$ cat src/hw/rtl/xs128_pkg.sv
// Shared types and constants for the xoroshiro128+ generator.
`default_nettype none
package xs128_pkg;

    localparam int WORD_W = 64;
    localparam int HALF_W = 32;

    // command queue between front and back
    localparam int CMD_DEPTH = 2;
    localparam int CMD_PTR_W = 1;
    localparam int CMD_CNT_W = 2;

    localparam logic MODE_SEED = 1'b0;
    localparam logic MODE_NEXT = 1'b1;

    localparam logic [WORD_W-1:0] MIX_MUL_A = 64'hbf58476d1ce4e5b9;
    localparam logic [WORD_W-1:0] MIX_MUL_B = 64'h94d049bb133111eb;
    localparam logic [WORD_W-1:0] FNV_PRIME = 64'd1099511628211;

    localparam int MIX_SH_A = 30;
    localparam int MIX_SH_B = 27;
    localparam int MIX_SH_C = 31;

    localparam int ROT_A = 55;
    localparam int SHL_B = 14;
    localparam int ROT_C = 36;

    typedef struct packed {
        logic              mode;
        logic [WORD_W-1:0] seed;
    } cmd_t;

    typedef struct packed {
        logic              run;
        logic [WORD_W-1:0] a;
        logic [WORD_W-1:0] b;
    } mul_req_t;

    typedef struct packed {
        logic              done;
        logic [WORD_W-1:0] result;
    } mul_rsp_t;

endpackage
`default_nettype wire

$ cat src/hw/rtl/xs128_front.sv
// Front end: two-entry command queue that accepts and stores input beats.
`default_nettype none
module xs128_front
    import xs128_pkg::*;
(
    input  wire logic              clk,
    input  wire logic              rst_n,
    input  wire logic              push,
    output logic                   full,
    input  wire logic              mode,
    input  wire logic [WORD_W-1:0] seed_value,
    output logic                   cmd_valid,
    output cmd_t                   cmd,
    input  wire logic              cmd_take
);

    cmd_t                 mem_reg [CMD_DEPTH];
    logic [CMD_PTR_W-1:0] wr_ptr_reg;
    logic [CMD_PTR_W-1:0] rd_ptr_reg;
    logic [CMD_CNT_W-1:0] count_reg;
    logic                 wr_en;
    logic                 rd_en;

    assign full      = (count_reg == CMD_CNT_W'(CMD_DEPTH));
    assign cmd_valid = (count_reg != '0);
    assign cmd       = mem_reg[rd_ptr_reg];
    assign wr_en     = push && !full;
    assign rd_en     = cmd_take && cmd_valid;

    always_ff @(posedge clk)
    begin
        if (wr_en)
        begin
            mem_reg[wr_ptr_reg].mode <= mode;
            mem_reg[wr_ptr_reg].seed <= seed_value;
        end
    end

    always_ff @(posedge clk or negedge rst_n)
    begin
        if (!rst_n)
        begin
            wr_ptr_reg <= '0;
            rd_ptr_reg <= '0;
            count_reg  <= '0;
        end
        else
        begin
            if (wr_en)
            begin
                wr_ptr_reg <= wr_ptr_reg + 1'b1;
            end
            if (rd_en)
            begin
                rd_ptr_reg <= rd_ptr_reg + 1'b1;
            end
            case ({wr_en, rd_en})
                2'b10:   count_reg <= count_reg + 1'b1;
                2'b01:   count_reg <= count_reg - 1'b1;
                default: count_reg <= count_reg;
            endcase
        end
    end

endmodule
`default_nettype wire

$ cat src/hw/rtl/xs128_mul.sv
// 64x64 modulo-2^64 multiplier built from one 32x32 multiplier reused across its phases.
`default_nettype none
module xs128_mul
    import xs128_pkg::*;
(
    input  wire logic     clk,
    input  wire logic     rst_n,
    input  wire mul_req_t req,
    output mul_rsp_t      rsp
);

    logic [1:0]        phase_reg;
    logic [WORD_W-1:0] prod_reg;
    logic [WORD_W-1:0] acc_reg;
    logic [HALF_W-1:0] op_x;
    logic [HALF_W-1:0] op_y;
    logic [WORD_W-1:0] prod_shifted;

    // phase 0: lo*lo, phase 1: lo*hi, phase 2: hi*lo, phase 3: final sum
    always_comb
    begin
        case (phase_reg)
            2'd0:
            begin
                op_x = req.a[HALF_W-1:0];
                op_y = req.b[HALF_W-1:0];
            end
            2'd1:
            begin
                op_x = req.a[HALF_W-1:0];
                op_y = req.b[WORD_W-1:HALF_W];
            end
            default:
            begin
                op_x = req.a[WORD_W-1:HALF_W];
                op_y = req.b[HALF_W-1:0];
            end
        endcase
    end

    assign prod_shifted = {prod_reg[HALF_W-1:0], {HALF_W{1'b0}}};
    assign rsp.done     = req.run && (phase_reg == 2'd3);
    assign rsp.result   = acc_reg + prod_shifted;

    always_ff @(posedge clk)
    begin
        prod_reg <= WORD_W'(op_x) * WORD_W'(op_y);
        case (phase_reg)
            2'd1:    acc_reg <= prod_reg;
            2'd2:    acc_reg <= acc_reg + prod_shifted;
            default: acc_reg <= acc_reg;
        endcase
    end

    always_ff @(posedge clk or negedge rst_n)
    begin
        if (!rst_n)
        begin
            phase_reg <= '0;
        end
        else if (req.run)
        begin
            phase_reg <= phase_reg + 1'b1;
        end
        else
        begin
            phase_reg <= '0;
        end
    end

endmodule
`default_nettype wire

$ cat src/hw/rtl/xs128_back.sv
// Back end: generator state, seeding sequencer and result register.
`default_nettype none
module xs128_back
    import xs128_pkg::*;
(
    input  wire logic              clk,
    input  wire logic              rst_n,
    input  wire logic              cmd_valid,
    input  wire cmd_t              cmd,
    output logic                   cmd_take,
    output logic                   empty,
    input  wire logic              pop,
    output logic [WORD_W-1:0]      random_value
);

    typedef enum logic [2:0] {
        S_INIT,
        S_IDLE,
        S_MUL_A,
        S_MUL_B,
        S_MUL_F
    } state_t;

    state_t            state_reg;
    logic [WORD_W-1:0] low_reg;
    logic [WORD_W-1:0] high_reg;
    logic [WORD_W-1:0] seed_reg;
    logic [WORD_W-1:0] v_reg;
    logic              pass_reg;
    logic              out_valid_reg;
    logic [WORD_W-1:0] random_reg;

    logic [WORD_W-1:0] mix_t;
    logic [WORD_W-1:0] low_next;
    logic [WORD_W-1:0] high_next;
    logic [WORD_W-1:0] r_a;
    logic [WORD_W-1:0] r_b;
    logic [WORD_W-1:0] r_f;
    logic              out_free;
    logic              step_fire;
    mul_req_t          mul_req;
    mul_rsp_t          mul_rsp;

    xs128_mul u_mul (
        .clk   (clk),
        .rst_n (rst_n),
        .req   (mul_req),
        .rsp   (mul_rsp)
    );

    assign empty        = !out_valid_reg;
    assign random_value = random_reg;
    assign out_free     = !out_valid_reg || pop;

    assign cmd_take = (state_reg == S_IDLE) && cmd_valid
                      && ((cmd.mode == MODE_SEED) || out_free);
    assign step_fire = cmd_take && (cmd.mode == MODE_NEXT);

    // one generator step
    assign mix_t     = high_reg ^ low_reg;
    assign low_next  = ((low_reg << ROT_A) | (low_reg >> (WORD_W - ROT_A)))
                       ^ mix_t ^ (mix_t << SHL_B);
    assign high_next = (mix_t << ROT_C) | (mix_t >> (WORD_W - ROT_C));

    // post-multiply steps of the mix hash
    assign r_a = mul_rsp.result ^ (mul_rsp.result >> MIX_SH_B);
    assign r_b = mul_rsp.result ^ (mul_rsp.result >> MIX_SH_C);
    assign r_f = (low_reg ^ mul_rsp.result)
                 ^ ((low_reg ^ mul_rsp.result) >> MIX_SH_A);

    always_comb
    begin
        mul_req.run = state_reg inside {S_MUL_A, S_MUL_B, S_MUL_F};
        mul_req.a   = (state_reg == S_MUL_F) ? seed_reg : v_reg;
        case (state_reg)
            S_MUL_B: mul_req.b = MIX_MUL_B;
            S_MUL_F: mul_req.b = FNV_PRIME;
            default: mul_req.b = MIX_MUL_A;
        endcase
    end

    always_ff @(posedge clk or negedge rst_n)
    begin
        if (!rst_n)
        begin
            state_reg     <= S_INIT;
            out_valid_reg <= 1'b0;
            low_reg       <= '0;
            high_reg      <= '0;
            seed_reg      <= '0;
            v_reg         <= '0;
            pass_reg      <= 1'b0;
            random_reg    <= '0;
        end
        else
        begin
            // a new step refills the result register in the cycle it is popped
            if (step_fire)
            begin
                out_valid_reg <= 1'b1;
            end
            else if (pop)
            begin
                out_valid_reg <= 1'b0;
            end
            case (state_reg)
                S_INIT:
                begin
                    // reset state is the state after seeding zero
                    seed_reg  <= '0;
                    v_reg     <= '0;
                    pass_reg  <= 1'b0;
                    state_reg <= S_MUL_A;
                end
                S_IDLE:
                begin
                    if (step_fire)
                    begin
                        random_reg <= low_reg + high_reg;
                        low_reg    <= low_next;
                        high_reg   <= high_next;
                    end
                    else if (cmd_take)
                    begin
                        seed_reg  <= cmd.seed;
                        v_reg     <= cmd.seed ^ (cmd.seed >> MIX_SH_A);
                        pass_reg  <= 1'b0;
                        state_reg <= S_MUL_A;
                    end
                end
                S_MUL_A:
                begin
                    if (mul_rsp.done)
                    begin
                        v_reg     <= r_a;
                        state_reg <= S_MUL_B;
                    end
                end
                S_MUL_B:
                begin
                    if (mul_rsp.done)
                    begin
                        if (!pass_reg)
                        begin
                            low_reg   <= r_b | WORD_W'(1);
                            state_reg <= S_MUL_F;
                        end
                        else
                        begin
                            high_reg  <= r_b;
                            state_reg <= S_IDLE;
                        end
                    end
                end
                S_MUL_F:
                begin
                    if (mul_rsp.done)
                    begin
                        v_reg     <= r_f;
                        pass_reg  <= 1'b1;
                        state_reg <= S_MUL_A;
                    end
                end
                default:
                begin
                    state_reg <= S_IDLE;
                end
            endcase
        end
    end

endmodule
`default_nettype wire

$ cat src/hw/rtl/xoroshiro128plus_generator.sv
// Top level of the xoroshiro128+ (55/14/36) random generator.
//
// Input channel (push/full): one beat carries mode and seed_value. mode 1
// asks for the next random value, mode 0 loads a new seed and returns nothing.
// Output channel (empty/pop): random_value is valid while empty is low.
// Beats land in a two-entry command queue; the back end drains it.
// A next beat leaves the back end idle, so a steady stream of next beats
// runs at one per cycle while the receiver pops; empty falls in the cycle after the beat is taken.
// A seed beat runs five 64-bit multiplies on one shared 32x32 multiplier,
// one after another; later beats wait behind it.
// Reset runs the same seeding sequence with a seed of zero;
// up to two beats are queued meanwhile, then full rises.
// When the receiver stalls, the single result register holds its beat,
// the queue fills behind it, and full rises; nothing is dropped.
`default_nettype none
module xoroshiro128plus_generator
    import xs128_pkg::*;
(
    input  wire logic              clk,
    input  wire logic              rst_n,
    input  wire logic              push,
    output logic                   full,
    input  wire logic              mode,
    input  wire logic [WORD_W-1:0] seed_value,
    output logic                   empty,
    input  wire logic              pop,
    output logic [WORD_W-1:0]      random_value
);

    cmd_t cmd;
    logic cmd_valid;
    logic cmd_take;

    // front: queue input beats
    xs128_front u_front (
        .clk        (clk),
        .rst_n      (rst_n),
        .push       (push),
        .full       (full),
        .mode       (mode),
        .seed_value (seed_value),
        .cmd_valid  (cmd_valid),
        .cmd        (cmd),
        .cmd_take   (cmd_take)
    );

    // back: state update, seeding, result register
    xs128_back u_back (
        .clk          (clk),
        .rst_n        (rst_n),
        .cmd_valid    (cmd_valid),
        .cmd          (cmd),
        .cmd_take     (cmd_take),
        .empty        (empty),
        .pop          (pop),
        .random_value (random_value)
    );

endmodule
`default_nettype wire
$ cat config.mk
export PLATFORM = sky130hd
export DESIGN_NAME = xoroshiro128plus_generator
export DESIGN_NICKNAME = d
export VERILOG_FILES = /design/src/hw/rtl/xs128_pkg.sv /design/src/hw/rtl/xs128_front.sv /design/src/hw/rtl/xs128_mul.sv /design/src/hw/rtl/xs128_back.sv /design/src/hw/rtl/xoroshiro128plus_generator.sv
export SDC_FILE = /design/constraint.sdc
export NUM_CORES = 2
export LEC_CHECK = 0
export BUFFER_PORTS_ARGS = -buffer_cell sky130_fd_sc_hd__buf_4
export CAP_MARGIN = 20
export CORE_MARGIN = 3
export CORE_UTILIZATION = 40
export CTS_BUF_LIST = sky130_fd_sc_hd__clkbuf_8
export CTS_CLUSTER_SIZE = 16
export DETAILED_ROUTE_END_ITERATION = 6
export GPL_TIMING_DRIVEN = 0
export PLACE_DENSITY = 0.6
export SETUP_SLACK_MARGIN = 0.2
export SYNTH_ARGS = -nofsm -noshare
export SYNTH_HDL_FRONTEND = slang
export SYNTH_HIERARCHICAL = 1
export SYNTH_SLANG_ARGS = --single-unit
$ cat constraint.sdc
create_clock -name clk -period 13.9 [get_ports clk]
set_clock_uncertainty 0.2 [all_clocks]
set_input_delay 2.78 -clock clk [delete_from_list [all_inputs] [get_ports clk]]
set_output_delay 2.78 -clock clk [all_outputs]
set_load 0.01 [all_outputs]
Word level (Yosys, flattened, before mapping)
Memories as Yosys holds them, arrays and structs flattened.
Cells that the tools add are included.

cells by class
  add/sub/neg operators = 7
  multipliers = 1
  eq/ne operators = 18
  muxes and demuxes = 38
  bitwise gates (word level) = 11
  reductions and logical operators = 29

operator list
  cell                   number
  $mux W64               13
  $pmux W64 S2           5
  $pmux W64 S4           1
  $xor A64 B64 Y64       4
  $add A64 B64 Y64       2
  $xor A64 B34 Y64       2
  $mul A32 B32 Y64       1
  $mux W32               2
  $or A64 B36 Y64        1
  $or A64 B55 Y64        1
  $xor A64 B33 Y64       1
  $xor A64 B37 Y64       1
  $mux W3                6
  $pmux W3 S5            1
  $ne A2 B1 Y1 const B   6
  $reduce_and A4 Y1      3
  $reduce_bool A2 Y1     6
  $reduce_and A5 Y1      2
  $eq A2 B2 Y1 const B   4
  $mux W1                7
  $eq A3 B2 Y1 const B   2
  $logic_and A1 B1 Y1    6
  $reduce_bool A3 Y1     2
  $add A2 B1 Y2 const B  2
  other kinds (18)       23

word-level totals
  register bits = 459
  RAM bits = 130
  word-level logic and storage cells = 119
  memories kept = 1

memories
  memory           depth  bits a word  read ports  clocked after memory_dff  write ports  RTL line           source
  u_front.mem_reg  2      65           1           0                         1            xs128_front.sv:17  cmd_t mem_reg [CMD_DEPTH];

Longest topological paths before layout
  depth in word-level cells = 7
  mapped depth = 40
  gate-level depth less buffers = 33

Cells and area by module
The synthesis kept the hierarchy.

by module, submodules not included
  module       times used  cells an instance  area each (um2)
  xs128_mul    1           4289               39087.5
  xs128_back   1           2564               21075.2
  xs128_front  1           220                5048.6

Least setup slack after synthesis
OpenSTA, ideal clock, no wires.

  path kind = reg2reg
  start = reg u_back.u_mul.phase_reg[0]
  end = reg u_back.u_mul.prod_reg[59]
  library setup time = 122 ps
  data arrival time = 9176 ps
  data required time = 13578 ps
  path slack = 4403 ps
  cell stages (with the launch flop) = 30
  period minus slack after synthesis = 9497 ps
  cell sequence = dfrtp_1 > ha_1 > buf_2 > nor2_1 > buf_2 > mux2i_1 > clkbuf_1 > nor2_1 > fa_1 > inv_1 > fa_1 > inv_1 > fa_1 > fa_1 > fa_1 > fa_1 > fa_1 > inv_1 > fa_1 > inv_1 > ha_1 > a21o_1 > a21o_1 > a221oi_2 > a21oi_1 > a211o_2 > o21ai_2 > a21oi_2 > or2_4 > o311a_1

on the way
  word-level cells in the longest chain between the ends = 4
  elaborated cells between the ends (all ways) = 6
  classes of those cells = mul: 1; eq/ne: 1; mux: 2; reduce/logical: 2

RTL lines
  what                                                     RTL line         source
  start, declared                                          xs128_mul.sv:12  logic [1:0] phase_reg;
  start signal, assigned                                   xs128_mul.sv:63  phase_reg <= phase_reg + 1'b1;
  $eq A2 B1 Y1 / $logic_not A2 Y1 (equally long branches)  xs128_mul.sv:22  case (phase_reg)
  $reduce_or A2 Y1 (no source line)                        n/a
  $mux W32                                                 xs128_mul.sv:22
  $mul A32 B32 Y64 (*)                                     xs128_mul.sv:47  prod_reg <= WORD_W'(op_x) * WORD_W'(op_y);
  end signal, assigned                                     xs128_mul.sv:47
  end, declared                                            xs128_mul.sv:13  logic [WORD_W-1:0] prod_reg;

Mark *: on every way between the ends. The rest lies on a longest branch, timed or not.
A chain may end at the register's enable or synchronous reset.

==> out/results.ini <==
[setup_path]
reg2reg_slack_ns = 0.63
crit_path_max_incr_delay_ns = 0.85
setup.worst_path.start = u_back/state_reg[0]$_DFFE_PN0P_
reg2reg_depth = 34
crit_required_ns = 14.42
path_max_fanout = 35
reg2reg_to = u_back/u_mul/prod_reg[57]$_DFF_P_
crit_arrival_ns = 13.79
startpoint_type = flip-flop
critPathSlowestCell = fa_1
crit_path_frequent_cell = fa_1
critPathCapture = u_back/u_mul/prod_reg[57]$_DFF_P_
crit_path_end_kind = flip-flop
crit_type = flip-flop to flip-flop
r2r-start = u_back/state_reg[0]$_DFFE_PN0P_

[final_layout]
areaGrowthSynthToFinish_pct = 11.3
seq_area_mm2 = 0.0154
largest_register_ffs = 130
final_layout_size_suffix_gt1_share_pct = 9.16
finalNetCount = 8748
final_util_pct = 45.0
finalNonFillerCells = 9678
multi_input_area_mm2 = 0.0445
fillers = 15900

[floorplanning]
row_count = 147
start_util_pct = 40.4
dieArea_mm2 = 0.168
die_w_um = 410
coreArea_mm2 = 0.161
die_h_um = 410
io_pins = 135

[cts]
clkSlewWorstSetupHoldPaths_ns = 0.07
cts_resized = 0
post_cts_buffers = 0
clkLatencyLatePin_ns = 0.88
tritoncts = done
cts_max_level = 3
cts-root-buf = clkbuf_8
cts_buffer_depth = 3
cts_hold_buf = 0
numCtsBuffers = 104
clock_sinks = 589

[drt]
routed_wl_um = 297000
wl_per_cell_um = 30.7
vias = 54800
initialDrtViolationCount = 6047
viasPerCell = 5.66
dr.pass1.iters = 7
drc = 0
postRouteAntennaNets = 0

[synth]
synth_xor_area_share_pct = 6.18
synthCells = 7073
ys_top_cells_by_area = fa_1 (28%), dfrtp_1 (13%), edfxtp_1 (8.9%)
synth-adder-area-share_pct = 34.5
syn_area_per_cell_um2 = 9.22
synth_compound_area_share_pct = 10.1
synth_top_family_by_area = adder cells
yosys_warnings = 6
async_reset_ff_share_pct = 56.2
yosys.area_share.simple_pct = 13.1
seq_area_frac_synth_pct = 23.6
synth.mux.area_fraction_pct = 3.92
dominantRegCellSynth = dfrtp_1
synth_area_mm2 = 0.0652
yosysTopAreaCell = fa_1
synth_top_cell_area_share_pct = 27.6
ys_ff_latch = 589
synth_cell_types = 106
synth-edff-count = 194

[placed_design]
dp_hpwl_um = 245000
place_congestion = 1.05
io_buffer_count = 134
post-place-cells = 9471

[job]
cap_violations = 0

[timing]
slew_headroom_pct = 3.03
max_freq_mhz = 75.4
fin_hold_ws_ns = 0.273
slew_viol_final = 0
hold_viol = 0
worstMarginPinSlew_ns = 1.41
setup_viol = 0
period_share_pct = 95.5
rsz0062_at_grt = false
fin_crit_ns = 13.27

[global_routing]
antenna_found_initial = 23
grt_usage_pct = 34.9
grt_max_degree = 103
grt_first_pass_wirelength_um = 413000
grt_pass1_vias = 54700
grt_overflow = 0

[min_path]
worstHoldPathType = flip-flop to flip-flop

[status]
status = complete, no violations

## placed cells by master, fill, tap and decap left out, types with 42 or more instances in the layout
| cell type | synthesis | routed |
|---|---|---|
| a31oi_1 | 79 | 79 |
| mux2_2 | 115 | 115 |
| nand2_1 | 1078 | 1078 |
| clkbuf_8 | 9 | 133 |
| xor2_1 | 193 | 193 |
| nand4_1 | 42 | 42 |
| inv_1 | 933 | 958 |
| clkbuf_1 | 339 | 334 |
| fa_1 | 898 | 898 |
| a21oi_1 | 247 | 247 |
| dfxtp_1 | 64 | 64 |
| nor2b_1 | 47 | 47 |
| ha_1 | 362 | 360 |
| xnor2_1 | 267 | 267 |
| nor2_1 | 791 | 790 |
| edfxtp_1 | 194 | 194 |
| a21o_1 | 77 | 77 |
| conb_1 | 2 | 42 |
| o21ai_1 | 42 | 42 |
| a22o_1 | 61 | 61 |
| dfrtp_1 | 331 | 331 |
| buf_4 | 39 | 178 |
| o21ai_0 | 285 | 285 |
## area by class of cell
type                            count  area share [%]
Antenna cell                        9          0.0310
Buffer                            456            2.91
Clock buffer                      124            2.35
Clock inverter                     72           0.827
Inverter                          936            4.84
Multi-Input combinational cell   5132            61.3
Sequential cell                   589            21.2
Tap cell                         2160            3.72
Timing Repair Buffer              200            2.78
## Yosys cell counts (64+ instances only)
cell type / number
a21o_1: 77
a21oi_1: 247
a31oi_1: 79
clkbuf_1: 339
dfrtp_1: 331
dfxtp_1: 64
edfxtp_1: 194
fa_1: 898
ha_1: 362
inv_1: 933
mux2_2: 115
mux2i_1: 66
nand2_1: 1078
nor2_1: 791
o21ai_0: 285
xnor2_1: 267
xor2_1: 193
## cells by family after synthesis
logic type                 after synthesis
AOI/OAI and AO/OA                     1034
xor gates and xnor gates               460
adders and majority gates             1261
buffers and inverters                 1392
DFF                                    589
muxes                                  221
other                                    2
and+or+nand+nor                       2114
## worst max-delay path: cells and delay by family (launching register included)
kind | cells | cell delay [ns]
AO/OA/AOI/OAI | 5 | 1.26
multiplexers | 1 | 0.55
AND/OR/NAND/NOR | 7 | 1.34
buffers and inverters | 11 | 4.21
XOR/XNOR | 1 | 0.22
adder cells (fa/ha/maj) | 9 | 4.90
flip-flops | 1 | 0.38
## worst min-delay path by stage
stage,start,end,cells after the start
3_5_place_dp,u_back/random_value[10]$_DFFE_PN0P_,u_back/random_value[10]$_DFFE_PN0P_,2
5_1_grt,u_back/random_value[62]$_DFFE_PN0P_,u_back/random_value[62]$_DFFE_PN0P_,2
4_1_cts,u_back/random_value[10]$_DFFE_PN0P_,u_back/random_value[10]$_DFFE_PN0P_,2
2_1_floorplan,u_back/seed_reg[34]$_DFFE_PN0P_,u_back/seed_reg[34]$_DFFE_PN0P_,2
3_3_place_gp,u_back/random_value[10]$_DFFE_PN0P_,u_back/random_value[10]$_DFFE_PN0P_,2
6_report,u_back/random_value[10]$_DFFE_PN0P_,u_back/random_value[10]$_DFFE_PN0P_,2
## stage by stage
| step | setup TNS [ns] | area [µm²] | setup WS, ns |
|---|---|---|---|
| after floorplan | 0 | 65400 | 4.40 |
| after global routing | 0 | 72600 | 0.632 |
| after CTS | 0 | 72500 | 1.05 |
| final | 0 | 72600 | 0.631 |
| after detailed placement | 0 | 70200 | 1.10 |
| after global placement | -1.13 | 69100 | -0.238 |
## per-layer routing
metal	wire, µm	vias to the layer above	global-route usage (%)
met5	128	-	0
met4	20200	12	19.3
met3	33300	692	10.9
met2	125000	3115	51.3
met1	119000	27800	45.7
li1	-	23200	-
Power is left out: the tool's default activity adds up to more than one toggle a clock period on the data nets, which glitch-free logic cannot reach.
